$ cat config.mk
export PLATFORM = sky130hd
export DESIGN_NAME = masked_column_post_blitter
export DESIGN_NICKNAME = d
export VERILOG_FILES = /design/src/rtl/mcpb_pkg.sv /design/src/rtl/mcpb_ram.sv /design/src/rtl/masked_column_post_blitter.sv
export VERILOG_INCLUDE_DIRS = /design/src /design/src/rtl
export SDC_FILE = /design/constraint.sdc
export NUM_CORES = 2
export LEC_CHECK = 0
export BUFFER_PORTS_ARGS = -buffer_cell sky130_fd_sc_hd__buf_2
export CORE_MARGIN = 5
export CORE_UTILIZATION = 66
export DETAILED_ROUTE_END_ITERATION = 10
export PLACE_DENSITY = 0.83
export SKIP_CTS_REPAIR_TIMING = 1
export SLEW_MARGIN = 20
export SYNTH_ARGS = -nofsm -noshare
export SYNTH_HDL_FRONTEND = slang
export SYNTH_SLANG_ARGS = --single-unit
$ cat constraint.sdc
create_clock -name aclk -period 12.82 [get_ports aclk]
set_input_delay 2.564 -clock aclk [delete_from_list [all_inputs] [get_ports aclk]]
set_output_delay 2.564 -clock aclk [all_outputs]
set_load 0.005 [all_outputs]
$ cat src/rtl/masked_column_post_blitter_defines.svh
// ----------------------------------------------------------------------------
// masked_column_post_blitter_defines.svh
// assertion macros shared by the masked column post blitter rtl
// ----------------------------------------------------------------------------
`ifndef MASKED_COLUMN_POST_BLITTER_DEFINES_SVH
`define MASKED_COLUMN_POST_BLITTER_DEFINES_SVH

`ifndef ASSERT_OFF

// property must hold at every clock edge outside reset
`define MCPB_ASSERT(label, clk, rst_n, prop, msg) \
    label: assert property (@(posedge clk) disable iff (!rst_n) (prop)) else $error(msg);

// expression must never be true outside reset
`define MCPB_ASSERT_NEVER(label, clk, rst_n, expr, msg) \
    label: assert property (@(posedge clk) disable iff (!rst_n) !(expr)) else $error(msg);

`else

`define MCPB_ASSERT(label, clk, rst_n, prop, msg)
`define MCPB_ASSERT_NEVER(label, clk, rst_n, expr, msg)

`endif

`endif

$ cat src/rtl/mcpb_pkg.sv
// ----------------------------------------------------------------------------
// mcpb_pkg
// screen geometry, parse phases, stream codes and register indexes
// ----------------------------------------------------------------------------
package mcpb_pkg;

    localparam int SCREEN_WIDTH  = 320;
    localparam int SCREEN_HEIGHT = 200;

    localparam int TABLE_DEPTH = 256;
    localparam int PIXEL_W     = 8;
    localparam int ADDR_W      = 16;
    localparam int COORD_W     = 16;
    localparam int SIZE_W      = 12;
    localparam int POS_W       = 19;
    localparam int PROD_W      = 32;

    localparam logic [7:0] END_OF_COLUMN = 8'hFF;

    // input item modes
    localparam logic [1:0] MODE_START = 2'd0;
    localparam logic [1:0] MODE_BYTE  = 2'd1;
    localparam logic [1:0] MODE_LOAD  = 2'd2;

    // configuration register indexes
    localparam int CFG_IDX_W = 8;
    localparam logic [CFG_IDX_W-1:0] CFG_DRAW_X      = 8'd0;
    localparam logic [CFG_IDX_W-1:0] CFG_DRAW_Y      = 8'd1;
    localparam logic [CFG_IDX_W-1:0] CFG_LEFT_OFFSET = 8'd2;
    localparam logic [CFG_IDX_W-1:0] CFG_TOP_OFFSET  = 8'd3;
    localparam logic [CFG_IDX_W-1:0] CFG_PIC_WIDTH   = 8'd4;
    localparam logic [CFG_IDX_W-1:0] CFG_PIC_HEIGHT  = 8'd5;
    localparam logic [CFG_IDX_W-1:0] CFG_FLIP        = 8'd6;
    localparam logic [CFG_IDX_W-1:0] CFG_TRANSLATE   = 8'd7;

    typedef enum logic [2:0] {
        PH_IDLE,
        PH_TOP,
        PH_LEN,
        PH_PAD1,
        PH_PIX,
        PH_PAD2
    } phase_t;

    // one decoded item on its way to the output register
    typedef struct packed {
        logic                  err;
        logic                  use_tbl;
        logic [COORD_W-1:0]    row;
        logic [COORD_W-1:0]    col;
        logic [PIXEL_W-1:0]    raw;
    } draw_t;

endpackage

$ cat src/rtl/mcpb_ram.sv
// ----------------------------------------------------------------------------
// mcpb_ram
// generic single write, single read ram with registered read data
// ----------------------------------------------------------------------------
module mcpb_ram #(
    parameter int WIDTH = 8,
    parameter int DEPTH = 256
) (
    input  logic                     clk,
    input  logic                     we,
    input  logic [$clog2(DEPTH)-1:0] waddr,
    input  logic [WIDTH-1:0]         wdata,
    input  logic                     re,
    input  logic [$clog2(DEPTH)-1:0] raddr,
    output logic [WIDTH-1:0]         rdata
);

    logic [WIDTH-1:0] mem [DEPTH];
    logic [WIDTH-1:0] rdata_reg;

    always_ff @(posedge clk) begin
        if (we) begin
            mem[waddr] <= wdata;
        end
        if (re) begin
            rdata_reg <= mem[raddr];
        end
    end

    assign rdata = rdata_reg;

endmodule

$ cat src/rtl/masked_column_post_blitter.sv
// ----------------------------------------------------------------------------
// masked_column_post_blitter
// decodes masked picture column streams into framebuffer pixel writes
// ----------------------------------------------------------------------------
//
//  channel   direction  handshake              payload
//  s_        in         s_valid / s_ready      mode, column_index, byte_value, table_index
//  m_        out        m_valid / m_ready      fb_address, pixel, placement_error
//  cfg_      in         cfg_valid / cfg_ready  cfg_index, cfg_data
//
//  one item a cycle while s_ready is high; a pixel result passes the decode stage register,
//  where the colour table read data is also registered, and then the output register
//  the colour table is a 256 by 8 ram read once per drawn pixel item, written by load items
//  aresetn (synchronous) returns to idle with valid, parse and configuration registers zero, the table is not cleared
//  a stalled result holds the output register and the decode stage, and s_ready
//  drops only when both are full
//  cfg_ready is always high
//
module masked_column_post_blitter (
    input  logic                            aclk,
    input  logic                            aresetn,

    input  logic                            s_valid,
    output logic                            s_ready,
    input  logic [1:0]                      s_mode,
    input  logic [mcpb_pkg::SIZE_W-1:0]     s_column_index,
    input  logic [7:0]                      s_byte_value,
    input  logic [7:0]                      s_table_index,

    output logic                            m_valid,
    input  logic                            m_ready,
    output logic [mcpb_pkg::ADDR_W-1:0]     m_fb_address,
    output logic [mcpb_pkg::PIXEL_W-1:0]    m_pixel,
    output logic                            m_placement_error,

    input  logic                            cfg_valid,
    output logic                            cfg_ready,
    input  logic [mcpb_pkg::CFG_IDX_W-1:0]  cfg_index,
    input  logic [mcpb_pkg::COORD_W-1:0]    cfg_data
);

    import mcpb_pkg::*;

`include "masked_column_post_blitter_defines.svh"

    localparam logic signed [POS_W-1:0] SW_S = POS_W'(SCREEN_WIDTH);
    localparam logic signed [POS_W-1:0] SH_S = POS_W'(SCREEN_HEIGHT);
    localparam logic [COORD_W-1:0]      SH_U = COORD_W'(SCREEN_HEIGHT);

    // configuration registers
    logic [COORD_W-1:0] draw_x_reg, draw_y_reg, left_offset_reg, top_offset_reg;
    logic [SIZE_W-1:0]  pic_width_reg, pic_height_reg;
    logic               flip_reg, translate_reg;

    // column parse state
    phase_t             phase_reg, phase_next;
    logic [7:0]         pixels_left_reg, pixels_left_next;
    logic [COORD_W-1:0] current_row_reg, current_row_next;
    logic [COORD_W-1:0] screen_col_reg, screen_col_next;
    logic [COORD_W-1:0] column_top_reg, column_top_next;
    logic               blocked_reg, blocked_next;
    logic               col_flip_reg, col_flip_next;
    logic               col_trans_reg, col_trans_next;

    // decode stage and output register
    logic               s1_valid_reg;
    draw_t              s1_reg, s1_next;
    logic               emit;
    logic               s1_adv;
    logic               s_accept;

    logic               m_valid_reg;
    logic [ADDR_W-1:0]  m_addr_reg;
    logic [PIXEL_W-1:0] m_pixel_reg;
    logic               m_err_reg;

    // placement arithmetic
    logic signed [POS_W-1:0] pos_x, pos_y, pic_w, pic_h, col_pos, flip_pos;
    logic                    place_bad;

    // table access
    logic               tbl_we, tbl_re;
    logic [PIXEL_W-1:0] tbl_rdata;

    logic [PROD_W-1:0]  addr_full;

    // ------------------------------------------------------------------
    // handshakes
    // ------------------------------------------------------------------
    assign cfg_ready = 1'b1;
    assign s1_adv    = !m_valid_reg || m_ready;
    assign s_ready   = !s1_valid_reg || s1_adv;
    assign s_accept  = s_valid && s_ready;

    // ------------------------------------------------------------------
    // configuration writes
    // ------------------------------------------------------------------
    always_ff @(posedge aclk) begin
        if (!aresetn) begin
            draw_x_reg      <= '0;
            draw_y_reg      <= '0;
            left_offset_reg <= '0;
            top_offset_reg  <= '0;
            pic_width_reg   <= '0;
            pic_height_reg  <= '0;
            flip_reg        <= 1'b0;
            translate_reg   <= 1'b0;
        end else if (cfg_valid) begin
            unique case (cfg_index)
                CFG_DRAW_X:      draw_x_reg      <= cfg_data;
                CFG_DRAW_Y:      draw_y_reg      <= cfg_data;
                CFG_LEFT_OFFSET: left_offset_reg <= cfg_data;
                CFG_TOP_OFFSET:  top_offset_reg  <= cfg_data;
                CFG_PIC_WIDTH:   pic_width_reg   <= cfg_data[SIZE_W-1:0];
                CFG_PIC_HEIGHT:  pic_height_reg  <= cfg_data[SIZE_W-1:0];
                CFG_FLIP:        flip_reg        <= cfg_data[0];
                CFG_TRANSLATE:   translate_reg   <= cfg_data[0];
                default: ;
            endcase
        end
    end

    // ------------------------------------------------------------------
    // placement of a new column
    // ------------------------------------------------------------------
    always_comb begin
        pos_x = POS_W'($signed(draw_x_reg)) - POS_W'($signed(left_offset_reg));
        pos_y = POS_W'($signed(draw_y_reg)) - POS_W'($signed(top_offset_reg));
        pic_w = POS_W'(pic_width_reg);
        pic_h = POS_W'(pic_height_reg);
        col_pos  = pos_x + POS_W'(s_column_index);
        // mirrored column, only used when the column lies inside the picture
        flip_pos = pos_x + pic_w - POS_W'(1) - POS_W'(s_column_index);
        place_bad = (pos_x < 0) || (pos_x + pic_w > SW_S) || (pos_y < 0) ||
                    (pos_y + pic_h > SH_S) || (s_column_index >= pic_width_reg);
    end

    // ------------------------------------------------------------------
    // parse phase, next state
    // ------------------------------------------------------------------
    always_comb begin
        phase_next = phase_reg;
        if (s_accept) begin
            if (s_mode == MODE_START) begin
                phase_next = PH_TOP;
            end else if (s_mode == MODE_BYTE) begin
                unique case (phase_reg)
                    PH_TOP:  phase_next = (s_byte_value == END_OF_COLUMN) ? PH_IDLE : PH_LEN;
                    PH_LEN:  phase_next = PH_PAD1;
                    PH_PAD1: phase_next = (pixels_left_reg != '0) ? PH_PIX : PH_PAD2;
                    PH_PIX:  phase_next = (pixels_left_reg == 8'd1) ? PH_PAD2 : PH_PIX;
                    PH_PAD2: phase_next = PH_TOP;
                    default: phase_next = phase_reg;
                endcase
            end
        end
    end

    // ------------------------------------------------------------------
    // parse datapath and decode stage outputs
    // ------------------------------------------------------------------
    always_comb begin
        pixels_left_next = pixels_left_reg;
        current_row_next = current_row_reg;
        screen_col_next  = screen_col_reg;
        column_top_next  = column_top_reg;
        blocked_next     = blocked_reg;
        col_flip_next    = col_flip_reg;
        col_trans_next   = col_trans_reg;
        emit             = 1'b0;
        tbl_we           = 1'b0;
        tbl_re           = 1'b0;
        s1_next          = '0;

        if (s_accept) begin
            priority if (s_mode == MODE_START) begin
                col_flip_next    = flip_reg;
                col_trans_next   = translate_reg;
                pixels_left_next = '0;
                blocked_next     = place_bad;
                if (place_bad) begin
                    // rejected column: one error item, the rest is consumed silently
                    screen_col_next  = '0;
                    column_top_next  = '0;
                    current_row_next = '0;
                    emit             = 1'b1;
                    s1_next.err      = 1'b1;
                end else begin
                    screen_col_next  = flip_reg ? flip_pos[COORD_W-1:0] : col_pos[COORD_W-1:0];
                    column_top_next  = pos_y[COORD_W-1:0];
                    current_row_next = pos_y[COORD_W-1:0];
                end
            end else if (s_mode == MODE_LOAD) begin
                tbl_we = 1'b1;
            end else if (s_mode == MODE_BYTE) begin
                unique case (phase_reg)
                    PH_TOP: begin
                        if (s_byte_value != END_OF_COLUMN) begin
                            current_row_next = column_top_reg + COORD_W'(s_byte_value);
                        end
                    end
                    PH_LEN: pixels_left_next = s_byte_value;
                    PH_PIX: begin
                        current_row_next = current_row_reg + COORD_W'(1);
                        pixels_left_next = pixels_left_reg - 8'd1;
                        // rows below the screen are dropped
                        if (!blocked_reg && (current_row_reg < SH_U)) begin
                            emit            = 1'b1;
                            tbl_re          = 1'b1;
                            s1_next.use_tbl = col_trans_reg && !col_flip_reg;
                            s1_next.row     = current_row_reg;
                            s1_next.col     = screen_col_reg;
                            s1_next.raw     = s_byte_value;
                        end
                    end
                    default: ;
                endcase
            end else begin
                // unused mode, nothing to do
                emit = 1'b0;
            end
        end
    end

    always_ff @(posedge aclk) begin
        if (!aresetn) begin
            phase_reg       <= PH_IDLE;
            pixels_left_reg <= '0;
            current_row_reg <= '0;
            screen_col_reg  <= '0;
            column_top_reg  <= '0;
            blocked_reg     <= 1'b0;
            col_flip_reg    <= 1'b0;
            col_trans_reg   <= 1'b0;
        end else begin
            phase_reg       <= phase_next;
            pixels_left_reg <= pixels_left_next;
            current_row_reg <= current_row_next;
            screen_col_reg  <= screen_col_next;
            column_top_reg  <= column_top_next;
            blocked_reg     <= blocked_next;
            col_flip_reg    <= col_flip_next;
            col_trans_reg   <= col_trans_next;
        end
    end

    // ------------------------------------------------------------------
    // colour translation table; read data holds while the decode stage waits
    // ------------------------------------------------------------------
    mcpb_ram #(
        .WIDTH (PIXEL_W),
        .DEPTH (TABLE_DEPTH)
    ) u_table (
        .clk   (aclk),
        .we    (tbl_we),
        .waddr (s_table_index),
        .wdata (s_byte_value),
        .re    (tbl_re),
        .raddr (s_byte_value),
        .rdata (tbl_rdata)
    );

    // ------------------------------------------------------------------
    // decode stage register
    // ------------------------------------------------------------------
    always_ff @(posedge aclk) begin
        if (!aresetn) begin
            s1_valid_reg <= 1'b0;
        end else if (s_ready) begin
            s1_valid_reg <= s_accept && emit;
        end
    end

    always_ff @(posedge aclk) begin
        if (s_accept && emit) begin
            s1_reg <= s1_next;
        end
    end

    // ------------------------------------------------------------------
    // address multiply-add and output register
    // ------------------------------------------------------------------
    assign addr_full = PROD_W'(s1_reg.row) * PROD_W'(SCREEN_WIDTH) + PROD_W'(s1_reg.col);

    always_ff @(posedge aclk) begin
        if (!aresetn) begin
            m_valid_reg <= 1'b0;
        end else if (s1_adv) begin
            m_valid_reg <= s1_valid_reg;
        end
    end

    always_ff @(posedge aclk) begin
        if (s1_adv && s1_valid_reg) begin
            m_addr_reg  <= addr_full[ADDR_W-1:0];
            m_pixel_reg <= s1_reg.use_tbl ? tbl_rdata : s1_reg.raw;
            m_err_reg   <= s1_reg.err;
        end
    end

    assign m_valid           = m_valid_reg;
    assign m_fb_address      = m_addr_reg;
    assign m_pixel           = m_pixel_reg;
    assign m_placement_error = m_err_reg;

    // ------------------------------------------------------------------
    // assertions
    // ------------------------------------------------------------------
    `MCPB_ASSERT(a_s1_moves_out, aclk, aresetn, (s1_valid_reg && s1_adv) |=> m_valid_reg, "decoded item lost on its way to the output")
    `MCPB_ASSERT(a_ready_only_full, aclk, aresetn, !s_ready |-> (s1_valid_reg && m_valid_reg && !m_ready), "input stalled while a stage is free")
    `MCPB_ASSERT(a_err_zero, aclk, aresetn, (m_valid_reg && m_err_reg) |-> (m_addr_reg == '0 && m_pixel_reg == '0), "error item carries a nonzero address or pixel")
    `MCPB_ASSERT(a_tbl_hold, aclk, aresetn, (s1_valid_reg && !s1_adv) |=> $stable(tbl_rdata), "table read data changed under a stalled item")
    `MCPB_ASSERT_NEVER(a_rw_clash, aclk, aresetn, tbl_we && tbl_re, "table written and read by one item")

endmodule
# Yosys cells after proc, flatten, opt, wreduce, memory -nomap -nowiden

Memory sizes are Yosys's and may differ from the RTL's. A register that Yosys moved wholly into a read port is not among the register bits.
Index checks and enable logic that the tools add are counted.

Word-level logic and storage cells: 137
Memories: 1
Register bits: 221
Input port bits: 59
Memory bits (writable): 2048
Output and inout bits: 28

Memories:

| memory      | depth | bits a word | read ports | clocked after Yosys merged registers in | write ports | RTL line       | source |
|---|---|---|---|---|---|---|---|
| u_table.mem | 256   | 8           | 1          | 1                                       | 1           | mcpb_ram.sv:18 | `logic [WIDTH-1:0] mem [DEPTH];` |

Multipliers: 1
Reductions and logical operators: 35
Eq/ne operators: 19
$lt $le $gt $ge: 6
Bitwise logic cells: 4
Add/sub/neg operators: 12
Mux-type cells: 33

Operator list:

| cell                                                             | count |
|---|---|
| two-way mux 16 bit                                               | 7 |
| adder 17 x 13 -> 18 bit                                          | 2 |
| less-than comparator 17 x 1 -> 1 bit (second input constant)     | 2 |
| subtractor 16 x 16 -> 17 bit                                     | 2 |
| adder 16 x 13 -> 16 bit                                          | 2 |
| == test 8 x 3 -> 1 bit (second input constant)                   | 4 |
| two-way mux 8 bit                                                | 4 |
| one-hot mux 16 bit (2 select lines)                              | 1 |
| greater-than comparator 18 x 10 -> 1 bit (second input constant) | 1 |
| greater-than comparator 18 x 9 -> 1 bit (second input constant)  | 1 |
| AND reduction 2 bit                                              | 9 |
| adder 16 x 1 -> 16 bit (second input constant)                   | 1 |
| adder 16 bit                                                     | 1 |
| adder 16 x 8 -> 16 bit                                           | 1 |
| == test 8 x 1 -> 1 bit (second input constant)                   | 2 |
| == test 8 x 2 -> 1 bit (second input constant)                   | 2 |
| less-than comparator 16 x 8 -> 1 bit (second input constant)     | 1 |
| multiplier 16 x 3 -> 10 bit (second input constant)              | 1 |
| two-way mux 1 bit                                                | 16 |
| one-hot mux 8 bit (2 select lines)                               | 1 |
| subtractor 16 x 12 -> 16 bit                                     | 1 |
| subtractor 16 x 2 -> 16 bit (second input constant)              | 1 |
| one-hot mux 3 bit (5 select lines)                               | 1 |
| >= comparator 12 bit                                             | 1 |
| 26 further kinds                                                 | 45 |

# Logic depth before layout (Yosys ltp)

Word-level depth: 11
Mapped depth: 22
Gate-level depth less buffers: 21

# Cells and area by module

A second synthesis with hierarchy kept.

Cell total of the unflattened synthesis: 5398
Area, all modules: 94212.9 µm²

By module, submodules not included:

| module                     | sequential area each (µm²) | area an instance (µm²) | cells an instance | instances |
|---|---|---|---|---|
| mcpb_ram                   | 61739.2                    | 79636.4                | 3733              | 1 |
| masked_column_post_blitter | 4914.7                     | 14576.5                | 1665              | 1 |

# Worst setup path after synthesis

Ideal clock, no wire load.

Kind: input to register
Start: input s_byte_value[0]
End: register u_table.rdata_reg[0], in the netlist u_table.rdata[0] (read register of u_table.mem) (data pin)
Required time: 12.548 ns
Slack: 6.861 ns
Buffers on the path: 4
Setup time: 0.272 ns
Arrival: 5.687 ns
Stages: 8
Path through: clkbuf_1 > clkbuf_1 > buf_2 > buf_1 > mux4_2 > mux4_2 > mux4_2 > mux4_2

RTL lines:

| element     | RTL line                         | source |
|---|---|---|
| from (decl) | masked_column_post_blitter.sv:27 | `input logic [7:0] s_byte_value,` |
| to (decl)   | mcpb_ram.sv:19                   | `logic [WIDTH-1:0] rdata_reg;` |

==> out/summary.md <==
The first-pass GRT wire length is 378000 um, and the height of the die is 387 um. The congestion estimate from routability-driven global placement came to 0.833. The startpoint identified for the worst register-to-register timing path is top_offset_reg[2]$_SDFFE_PN0P_.

For the number of remaining DRC errors, the log shows 0. Measured along the x axis, the die boundary spans 387 um. Fill cells in the final layout number 7287. The run gives 150 MHz as the top achievable clock speed. In the synthesized netlist, the cells that appear most often are 2117 x sky130_fd_sc_hd__edfxtp_1, 680 x sky130_fd_sc_hd__mux4_2, 364 x sky130_fd_sc_hd__nor2_1. The library cell with the largest summed area after synthesis was sky130_fd_sc_hd__edfxtp_1.

The violation count after the first detailed-routing iteration is 8622. The worst setup path is captured at a register. The worst path in the final design needs a cycle of 6660 ps, including I/O delays and setup. Data arrives at the worst endpoint at 7250 ps. The tools report the number of vias after detailed routing as 52300. The number of hold violations in the final report came out at 0. The layout cell share with drive strength beyond 1 works out to 0.229. The main combinational cell family by area after synthesis is multiplexers.

The clock-pin slew on the worst setup and hold paths works out to 70 ps. During I/O placement, the number of pins put on the boundary was 87. The tools report the number of setup violations in the final report as 0.

The average wire length per cell after detail routing was 37.0 um; the internal power contribution was 12.0 mW. The register with the most flip-flops in the layout has 2048 of them. The clock latency at the later pin of the worst-skew pair is 880 ps, and the worst setup timing slack at the placement stage is 5360 ps.

The beginning of the critical path was s_byte_value[0]. Slowest library cell on the worst path: sky130_fd_sc_hd__buf_4. On the final layout, the worst hold slack is 418 ps. Dividing total power by cell area gives a power density of 149 nW/um^2. TritonCTS built the clock tree. The tools report the initial antenna violation count as 19.

The run gives 0.663 as the initial cell density of the core. The largest vdd supply drop was 0.149 mV. Portion of the post-synthesis area used by sequential elements: 0.711. Along the worst path, the maximum fanout reaches 125.

The synthesized-area fraction occupied by ao, oa, aoi and oai cells came out at 0.0272. Clock tree synthesis inserted a total of 214 buffers. Once routing completed, OpenROAD measured the worst setup slack at 6160 ps. The number of buffers and inverters on the critical path is 4. The post-synthesis mux area share is 0.172.

The tools report the source of the worst hold timing path as s1_reg[11]$_SDFFCE_PP0P_. The root buffer cell was sky130_fd_sc_hd__clkbuf_16. After detailed routing, the number of vias per cell comes to 7.35. The share of total power consumed by net switching was 0.224. The most used flip-flop cell after synthesis is sky130_fd_sc_hd__edfxtp_1. The logs give 0.051 for the proportion of power drawn by combinational gates and 3 for the maximum root-to-sink buffer count. The fraction of the cycle the final worst path needs came out at 0.519.

The maximum number of pins on one net before global-route repair was 167; the max-slew violation count was 0. The sort of element at the start of the critical path was an input pin. The region available for standard cell placement spans 141000 sq um.

The number of buffer cells added on primary ports is 85, and the die area is 150000 sq um. Counting tap cells, the placed design contains a total of 6695 instances. The area of all placed cells without fillers was 103000 sq um; the post-synth design cell area was 93700 sq um. The relative max-transition margin was 0.179; the transition time of the tightest slew-check pin was 1230 ps. For this design the static power due to leakage is 33.1 nW.

Kind of cell with the highest combined delay on the critical path: multiplexers. The sequential share of power is 0.525. The run finished with clean final reports. Number of cells produced by synthesis: 4911. For the total global routing track utilization, the log shows 0.352. The area fraction of the dominant cell type after synthesis was 0.678; the parity-gate share of the synthesized area counting xor and xnor cells was 0.00850.

Share of flip-flops with an asynchronous set or reset after synthesis: 0. The logs give 7109 for the number of cells in the finished layout apart from fillers and 56.7 ps for the clock skew. After floorplanning, the core was divided into 138 placement rows. The worst hold path belongs to the class register to register. After routing, the total negative slack on setup checks comes to 0 ps.

The simple-gate area share of the yosys netlist was 0.0432. Setup repair after global routing left no endpoint under its margin. In this run the power spent charging and discharging nets is 3.45 mW.

The via count of the first global-routing pass was 52300; the length of the first detailed-routing pass in iterations was 6. Aggregate routed wire length: 263000 um. The run gives 72 as the count of different cell masters after synthesis. Most common cell in the synthesized netlist: sky130_fd_sc_hd__edfxtp_1. The largest single stage delay on the critical path is 700 ps. Compared with the post-synthesis result, the final layout area differs by 10.3%. For the HPWL after detailed placement, the log shows 133000 um. The data required time at the worst endpoint was 13420 ps. The critical path is of the input pin to register type.

The power share of the clock group was 0.424. The most repeated library cell on the critical path is sky130_fd_sc_hd__mux4_2. Yosys printed 0 warnings. The final antenna-violating net count is 0. Walking the worst path, the cells encountered are buf_8 -> buf_16 -> buf_12 -> buf_4 -> mux4_2 -> mux4_2 -> mux4_2 -> mux4_2. The number of flops mapped to enable cells by yosys came out at 2117. The synthesized area per cell was 19.1 sq um. The adder-cell area share of the yosys netlist came out at 0.0236. In the final design database the tool counted 5246 nets. After synthesis, the cell types taking the most area are sky130_fd_sc_hd__edfxtp_1 68%, sky130_fd_sc_hd__mux4_2 16%, sky130_fd_sc_hd__dfxtp_1 3.3%, sky130_fd_sc_hd__ha_1 1.9%, sky130_fd_sc_hd__nor2_1 1.5%. The tools report the total global routing overflow as 0. The number of H-tree branching levels was 4; the number of maximum-capacitance constraint violations was 0. In this run, synthesis produced a sequential element count of 2271. For this design, the sink count on the clock tree is 2271. The post-detailed-placement cell area is 96200 sq um.
==> stage by stage <==
step                 util  total power [mW]
finish              0.731              15.4
global route        0.731              15.8
floorplan               -              8.71
detailed placement  0.680              9.01
CTS                 0.730              15.4
global placement    0.680              8.99
==> cells by family after synthesis <==
logic type | count (synthesis)
multiplexers | 756
flip-flops | 2271
other | 2
XOR/XNOR | 91
AND/OR/NAND/NOR | 876
buffers and inverters | 362
adder cells (fa/ha/maj) | 164
AO/OA/AOI/OAI | 389
==> cell type report <==
cell class / count / area, sq um / area share
Tap cell: 1890 / 2360 / 0.0229
Sequential cell: 2271 / 66700 / 0.645
Antenna cell: 15 / 37.5 / 0.000363
Clock inverter: 138 / 1370 / 0.0132
Timing Repair Buffer: 144 / 1080 / 0.0105
Clock buffer: 259 / 5640 / 0.0546
Inverter: 113 / 424 / 0.00410
Multi-Input combinational cell: 2279 / 25800 / 0.250
==> power groups by stage <==
stage               logic, mW  registers, mW  clock network [mW]
global route            0.817           8.11                6.89
finish                  0.785           8.11                6.55
CTS                     0.771           8.11                6.55
global placement        0.714           8.27                   0
floorplan               0.442           8.27                   0
detailed placement      0.742           8.27                   0
==> path summary, 6_finish.rpt <==
path | end | slack, ps | depth (start not counted)
max | u_table.rdata[6]$_DFFE_PP_ | 6160 | 8
min | m_fb_address[3]$_DFFE_PP_ | 420 | 0
max reg2reg | s1_reg[11]$_SDFFCE_PP0P_ | 6380 | 23
min reg2reg | m_fb_address[3]$_DFFE_PP_ | 420 | 0
==> routing by layer <==
| metal | track usage | share of wire | up-vias |
|---|---|---|---|
| met4 | 0.194 | 0.068 | 14 |
| met2 | 0.571 | 0.49 | 4648 |
| met3 | 0.0911 | 0.12 | 1070 |
| li1 | - | - | 20000 |
| met5 | 0.00255 | 0.00052 | - |
| met1 | 0.441 | 0.32 | 26500 |
==> worst reg2reg max path: cells and delay by family (launching register included) <==
family          cells  cell delay (ps)
compound gates      7             1750
fa+ha+maj           2              710
simple gates        9             2060
buf+inv             4              710
flops               1              360
xor+xnor            1              520
==> placed cells by master (no fill, tap or decap), drive strengths merged, types with 99 or more instances in the layout <==
master and instances:
buf 144, clkbuf 259, clkinv 99, dfxtp 154, edfxtp 2117, ha 143
inv 120, mux4 680, nand2 195, nor2 364
(Power assumes the default switching activity.)
